===== src/design/vna_pkg.sv =====
`timescale 1ns / 1ps

package vna_pkg;

   localparam int MAX_VERTICES = 1024;
   localparam int ADDR_W = (MAX_VERTICES > 1) ? $clog2(MAX_VERTICES) : 1;

   localparam int COUNT_W = 11;
   localparam int IDX_W = 10;
   localparam int COORD_W = 32;
   localparam int SUM_W = 32;
   localparam int NORM_W = 16;
   localparam int Q_W = 15;
   localparam int STEP_W = 5;

   localparam int CROSS_TERMS = 6;
   localparam int SQ_TERMS = 3;
   localparam int SQRT_STEPS = 32;
   localparam int DIV_STEPS = 15;

   localparam logic [1:0] MODE_LOAD = 2'd0;
   localparam logic [1:0] MODE_TRI = 2'd1;
   localparam logic [1:0] MODE_READ = 2'd2;

   typedef logic [ADDR_W-1:0] addr_type;

   typedef enum logic [2:0] {
      SEL_A,
      SEL_B,
      SEL_C,
      SEL_SLOT,
      SEL_CLR
   } addr_sel_type;

   typedef enum logic {
      VSRC_CROSS,
      VSRC_SUM
   } vsrc_type;

   typedef enum logic [4:0] {
      ST_CLEAR,
      ST_IDLE,
      ST_DISPATCH,
      ST_RD_A,
      ST_RD_B,
      ST_RD_C,
      ST_EDGE,
      ST_SCALE,
      ST_CROSS,
      ST_CROSS_END,
      ST_SUM_RD,
      ST_NORM_LOAD,
      ST_NORM,
      ST_SQUARE,
      ST_SQ_END,
      ST_SQRT_INIT,
      ST_SQRT,
      ST_DIV_INIT,
      ST_DIV,
      ST_ACC_RD,
      ST_ACC_WR,
      ST_OUT
   } state_type;

   typedef struct packed {
      logic         cap_req;
      logic         pos_wr;
      logic         clr_wr;
      logic         sum_wr;
      addr_sel_type addr_sel;
      addr_type     clr_addr;
      logic         lat_a;
      logic         lat_b;
      logic         edge_en;
      logic         scale_en;
      logic         acc_clr;
      logic         mul_en;
      logic         mul_sq;
      logic [2:0]   mul_step;
      logic         norm_load;
      vsrc_type     vsrc;
      logic         norm_step;
      logic         sqrt_init;
      logic         sqrt_step;
      logic         div_init;
      logic         div_step;
      logic         set_err;
      logic         out_load;
   } cmd_type;

   typedef struct packed {
      logic [1:0] mode;
      logic       bad_corner;
      logic       vec_zero;
      logic       norm_done;
   } status_type;

endpackage


===== src/design/vna_ctrl.sv =====
`timescale 1ns / 1ps

module vna_ctrl (
   input  logic                 clock,
   input  logic                 reset,
   input  logic                 req_valid,
   output logic                 req_ready,
   output logic                 rsp_valid,
   input  logic                 rsp_ready,
   input  vna_pkg::status_type  status,
   output vna_pkg::cmd_type     cmd
);
   import vna_pkg::*;

   state_type          state_ff, state_in;
   logic [STEP_W-1:0]  step_ff, step_in;
   logic [1:0]         corner_ff, corner_in;
   addr_type           clr_ff, clr_in;
   logic               rsp_valid_ff, rsp_valid_in;
   state_type          finish_state;
   addr_sel_type       corner_sel;

   // after the unit vector: read-out goes to the output, a face goes to the scatter-add
   assign finish_state = (status.mode == MODE_READ) ? ST_OUT : ST_ACC_RD;

   always_comb begin
      case (corner_ff)
         2'd0:    corner_sel = SEL_A;
         2'd1:    corner_sel = SEL_B;
         default: corner_sel = SEL_C;
      endcase
   end

   // next state
   always_comb begin
      state_in  = state_ff;
      step_in   = '0;
      corner_in = '0;
      clr_in    = clr_ff;
      case (state_ff)
         ST_CLEAR: begin
            clr_in = clr_ff + 1'b1;
            if (clr_ff == addr_type'(MAX_VERTICES - 1)) state_in = ST_IDLE;
         end
         ST_IDLE: begin
            if (req_valid) state_in = ST_DISPATCH;
         end
         ST_DISPATCH: begin
            if (status.mode == MODE_TRI && !status.bad_corner) state_in = ST_RD_A;
            else if (status.mode == MODE_READ) state_in = ST_SUM_RD;
            else state_in = ST_IDLE;
         end
         ST_RD_A: state_in = ST_RD_B;
         ST_RD_B: state_in = ST_RD_C;
         ST_RD_C: state_in = ST_EDGE;
         ST_EDGE: state_in = ST_SCALE;
         ST_SCALE: state_in = ST_CROSS;
         ST_CROSS: begin
            step_in = step_ff + 1'b1;
            if (step_ff == STEP_W'(CROSS_TERMS - 1)) state_in = ST_CROSS_END;
         end
         ST_CROSS_END: state_in = ST_NORM_LOAD;
         ST_SUM_RD: state_in = ST_NORM_LOAD;
         ST_NORM_LOAD: state_in = ST_NORM;
         ST_NORM: begin
            if (status.vec_zero) state_in = finish_state;
            else if (status.norm_done) state_in = ST_SQUARE;
         end
         ST_SQUARE: begin
            step_in = step_ff + 1'b1;
            if (step_ff == STEP_W'(SQ_TERMS - 1)) state_in = ST_SQ_END;
         end
         ST_SQ_END: state_in = ST_SQRT_INIT;
         ST_SQRT_INIT: state_in = ST_SQRT;
         ST_SQRT: begin
            step_in = step_ff + 1'b1;
            if (step_ff == STEP_W'(SQRT_STEPS - 1)) state_in = ST_DIV_INIT;
         end
         ST_DIV_INIT: state_in = ST_DIV;
         ST_DIV: begin
            step_in = step_ff + 1'b1;
            if (step_ff == STEP_W'(DIV_STEPS - 1)) state_in = finish_state;
         end
         ST_ACC_RD: begin
            corner_in = corner_ff;
            state_in  = ST_ACC_WR;
         end
         ST_ACC_WR: begin
            corner_in = corner_ff + 1'b1;
            if (corner_ff == 2'd2) state_in = ST_IDLE;
            else state_in = ST_ACC_RD;
         end
         ST_OUT: begin
            if (!rsp_valid_ff || rsp_ready) state_in = ST_IDLE;
         end
         default: state_in = ST_IDLE;
      endcase
   end

   // outputs
   always_comb begin
      cmd          = '0;
      cmd.addr_sel = SEL_A;
      cmd.vsrc     = VSRC_CROSS;
      cmd.clr_addr = clr_ff;
      req_ready    = 1'b0;
      case (state_ff)
         ST_CLEAR: begin
            cmd.clr_wr   = 1'b1;
            cmd.addr_sel = SEL_CLR;
         end
         ST_IDLE: begin
            req_ready   = 1'b1;
            cmd.cap_req = req_valid;
         end
         ST_DISPATCH: begin
            cmd.addr_sel = SEL_SLOT;
            cmd.pos_wr   = (status.mode == MODE_LOAD);
            cmd.set_err  = (status.mode == MODE_TRI) && status.bad_corner;
         end
         ST_RD_A: cmd.addr_sel = SEL_A;
         ST_RD_B: begin
            cmd.addr_sel = SEL_B;
            cmd.lat_a    = 1'b1;
         end
         ST_RD_C: begin
            cmd.addr_sel = SEL_C;
            cmd.lat_b    = 1'b1;
         end
         ST_EDGE: begin
            cmd.edge_en = 1'b1;
            cmd.acc_clr = 1'b1;
         end
         ST_SCALE: cmd.scale_en = 1'b1;
         ST_CROSS: begin
            cmd.mul_en   = 1'b1;
            cmd.mul_step = step_ff[2:0];
         end
         ST_SUM_RD: cmd.addr_sel = SEL_SLOT;
         ST_NORM_LOAD: begin
            cmd.norm_load = 1'b1;
            cmd.acc_clr   = 1'b1;
            cmd.vsrc      = (status.mode == MODE_READ) ? VSRC_SUM : VSRC_CROSS;
         end
         ST_NORM: cmd.norm_step = !status.vec_zero && !status.norm_done;
         ST_SQUARE: begin
            cmd.mul_en   = 1'b1;
            cmd.mul_sq   = 1'b1;
            cmd.mul_step = step_ff[2:0];
         end
         ST_SQRT_INIT: cmd.sqrt_init = 1'b1;
         ST_SQRT: cmd.sqrt_step = 1'b1;
         ST_DIV_INIT: cmd.div_init = 1'b1;
         ST_DIV: cmd.div_step = 1'b1;
         ST_ACC_RD: cmd.addr_sel = corner_sel;
         ST_ACC_WR: begin
            cmd.addr_sel = corner_sel;
            cmd.sum_wr   = 1'b1;
         end
         ST_OUT: cmd.out_load = !rsp_valid_ff || rsp_ready;
         default: cmd = '0;
      endcase
   end

   assign rsp_valid_in = cmd.out_load | (rsp_valid_ff & ~rsp_ready);
   assign rsp_valid    = rsp_valid_ff;

   always_ff @(posedge clock) begin
      if (reset) begin
         state_ff     <= ST_CLEAR;
         step_ff      <= '0;
         corner_ff    <= '0;
         clr_ff       <= '0;
         rsp_valid_ff <= 1'b0;
      end else begin
         state_ff     <= state_in;
         step_ff      <= step_in;
         corner_ff    <= corner_in;
         clr_ff       <= clr_in;
         rsp_valid_ff <= rsp_valid_in;
      end
   end

endmodule


===== config.mk =====
export PLATFORM = sky130hd
export DESIGN_NAME = vna_ctrl
export DESIGN_NICKNAME = d
export VERILOG_FILES = /design/src/design/vna_pkg.sv /design/src/design/vna_ctrl.sv
export SDC_FILE = /design/constraint.sdc
export NUM_CORES = 1
export LEC_CHECK = 0
export ABC_AREA = 1
export BUFFER_PORTS_ARGS = -buffer_cell sky130_fd_sc_hd__buf_2
export CAP_MARGIN = 20
export CORE_AREA = 2 2 56 71
export DETAILED_ROUTE_END_ITERATION = 10
export DIE_AREA = 0 0 58 73
export GPL_TIMING_DRIVEN = 0
export MAX_ROUTING_LAYER = met4
export PLACE_DENSITY = 0.88
export SLEW_MARGIN = 20
export SYNTH_ARGS = -nofsm -noshare
export SYNTH_HDL_FRONTEND = slang
export SYNTH_SLANG_ARGS = --single-unit

===== constraint.sdc =====
create_clock -name clock -period 2 [get_ports clock]
set_clock_uncertainty 0.05 [all_clocks]
set_input_delay 0.1 -clock clock [delete_from_list [all_inputs] [get_ports clock]]
set_output_delay 0.1 -clock clock [all_outputs]
set_load 0.02 [all_outputs]

==> key figures <==
Logic synthesis
  • Top cell type by total area after synthesis: dfxtp_1
  • Dominant cells by area after synthesis: dfxtp_1 (25%), nand2_1 (14%), nor2_1 (13%)
  • Seq/Total Area, Yosys: 25.0%
  • Ys async rst share: 0%
  • Top post-synthesis cells by count: nand2_1 (68), nor2_1 (62), inv_1 (49)
  • Avg Inst Size Synth: 5.94 um^2
  • Synthesized cell area: 1840 um^2
  • Ys flop type: dfxtp_1
  • Post-synth top area share: 25.0%
  • Yosys reg bits: 23
  • Synth unique cells: 27
  • Top-count cell post-synth: nand2_1
  • Syn_nets: 328
  • EDFF count, synth: 0
  • Ys Warns: 0
  • Post-Syn Instances: 310

Worst setup path
  • Crit-path max FO: 7
  • Arrival @ worst endpoint: 1.85 ns
  • Worst path slowest cell: dfxtp_2
  • Worst Setup End Kind: output pin
  • Flop-to-flop setup slack: 0.25 ns
  • Largest stage delay on the critical path: 0.34 ns
  • Most used cell along the critical path: buf_6
  • Crit-path cells: buf_12 -> nor2_8 -> nand2_4 -> nor2_1 -> nor3_2 -> nand2_1 -> nor3_4 -> buf_6 -> nor2_2 -> buf_6
  • Startpoint types: register
  • Critical Path RT: 1.85 ns
  • CP Class: register to output pin

Timing
  • Peak Freq: 500 MHz
  • Crit share post-route: 100%
  • Least-Margin Pin Slew: 0.522 ns
  • Post-route setup TNS: -0.00140 ns
  • Tmin final: 2.00 ns
  • Final setup margin: -0.00140 ns
  • Final count of pins violating max slew: 0
  • Finish-stage setup viols: 1
  • RSZ-0062 raised after global routing: true
  • Max-slew headroom: 65.2%
  • Final hold vios: 0

Pwr
  • Max IR drop VDD: 0.000788 V
  • P_int: 764 uW
  • PD cells: 442 nW/um^2
  • Sw Share: 33.5%
  • Logic pwr share: 31.1%
  • Sequential Power Share: 43.3%
  • Clock power frac: 25.6%
  • NetSw: 384 uW
  • Leakage: 1.32 nW
  • Design Power: 1.15 mW

Final layout
  • Final net count: 399
  • Area used by multi-input combinational logic: 1310 um^2
  • Fillers: 283
  • Layout cells sized above 1: 34.2%
  • Post-Layout Cell Count: 420
  • Area Overhead vs Synth: 41.2%
  • Register area: 474 um^2
  • Number of diodes: 0

Outcome
  • Failing checks: setup timing
  • Outcome: finished, violations left

Routing
  • WL final: 5.91 mm
  • DR vias: 2292
  • Detail-routed via count per cell: 5.46
  • Drt wl/cell: 14.1 um
  • Detailed Route Iter0 Violations: 201
  • DRT antenna net count: 0
  • DRC violations left: 0
  • 1st-pass router iterations: 4

Global route
  • Largest net degree at the start of global routing: 14
  • Remaining Overflow, GRT: 0
  • First-pass GRT wire length: 9.29 mm
  • Vias in the first global route: 2155
  • Overall Global Routing Usage: 28.8%
  • Initial antenna violation count: 0

Clock network
  • Clock tree buffer depth: 2
  • CTS tree: yes
  • Worst skew pair latency: 0.27 ns
  • CTS sink count: 23
  • Clock transition at path regs: 0.08 ns
  • Num CTS Buffers: 3
  • CTS Root Cell: clkbuf_8
  • CTS H-tree lvls: 1
  • CTS Hold Bufs: 0

Placed design
  • Post-Place Cells: 396
  • Dpl hpwl: 3.89 mm
  • Routability Congestion: 0.975
  • DP Worst Slack: 0.0476 ns
  • PortBufs: 46

Run
  • Max Cap Viol: 0

Floorplanning
  • Total die area: 4230 um^2
  • Die height: 73 um
  • Die X: 58 um
  • Ports: 47
  • Core footprint: 3630 um^2
  • Starting Density: 50.8%
  • Site row count: 25

Hold path
  • Worst hold path class: input port to register
==> layer usage <==
layer | GRT usage, % | vias to the layer above | wire [um]
met3 | 4.26 | 29 | 429
li1 | - | 1117 | -
met5 | - | - | 0
met1 | 32.2 | 1043 | 2150
met2 | 50.1 | 103 | 3130
met4 | 12.9 | 0 | 205
==> layout make-up <==
cell class              instances  area share [%]
multi-input cells             230            50.2
flip-flops and latches         23            18.2
repair buffers                 66            17.6
inverters                      53            8.33
plain buffers                   4            1.92
well taps                      40            1.92
clock buffers                   3            1.59
clock inverters                 1           0.192
==> stage by stage <==
stage | hold slack (ns) | util [%] | area, um^2
4_1_cts | 0.00549 | 70.1 | 2540
6_report | 0.0209 | 71.7 | 2600
5_1_grt | 0.0319 | 71.7 | 2600
3_5_place_dp | 0.291 | 58.5 | 2120
2_1_floorplan | 0.128 | - | 1840
3_3_place_gp | 0.293 | 58.5 | 2120
==> logic make-up after synthesis <==
kind of cell               count (synthesis)  share of synthesized area, %
xor gates and xnor gates                   1                         0.476
adders and majority gates                  9                          6.11
buffers and inverters                     57                          12.6
DFF                                       23                          25.0
and+or+nand+nor                          183                          45.0
AOI/OAI and AO/OA                         37                          10.7
==> cell usage in the layout (no fill, tap or decap), types with 2 or more instances in the layout <==
cell type and n:
nor2_4 10, inv_4 2, a21oi_1 18, dfxtp_2 2, o21a_1 2, nor3_1 10
a31oi_1 2, nor2_1 46, nand4_1 3, nor3_2 3, dfxtp_1 18, nand3_1 18
buf_4 16, clkbuf_8 3, inv_2 3, nand2_4 4, inv_1 46, nand3_2 3
nor3_4 2, nand2_1 59, ha_1 9, buf_2 36, buf_6 15, o21ai_0 13
nand2_2 8, a211oi_1 2, dfxtp_4 3, nor2_2 13
==> power by group through the flow <==
| stage | Combinational (mW) | Clock [mW] | Sequential [mW] |
|---|---|---|---|
| after global routing | 0.381 | 0.324 | 0.500 |
| after global placement | 0.232 | 0 | 0.508 |
| after CTS | 0.366 | 0.301 | 0.497 |
| after floorplan | 0.170 | 0 | 0.503 |
| final | 0.357 | 0.294 | 0.498 |
| after detailed placement | 0.236 | 0 | 0.509 |
==> sequential cells by signal, summed over array words and instances (netlist names) <==
name       cells
clr_ff        10
corner_ff      2
rsp_valid      1
state_ff       5
step_ff        5
==> worst paths after layout <==
kind / startpoint / end / cells past startpoint
min reg2reg: step_ff[0] / step_ff[0] / 1
max: state_ff[2] / cmd[25] / 10
min: reset / clr_ff[4] / 2
max reg2reg: step_ff[0] / state_ff[0] / 11
==> critical path, delay by kind of cell (launching register included) <==
| family | cells | cell delay, ns |
|---|---|---|
| buf+inv | 3 | 0.42 |
| simple gates | 7 | 0.81 |
| flops | 1 | 0.34 |
==> what timing repair did <==
action	in CTS	in global routing
gates cloned	1	0
pin swaps	8	9
setup endpoints to repair	10	12
resized for setup	68	22
buffers inserted	18	3
Power figures use the tool's default switching activity.
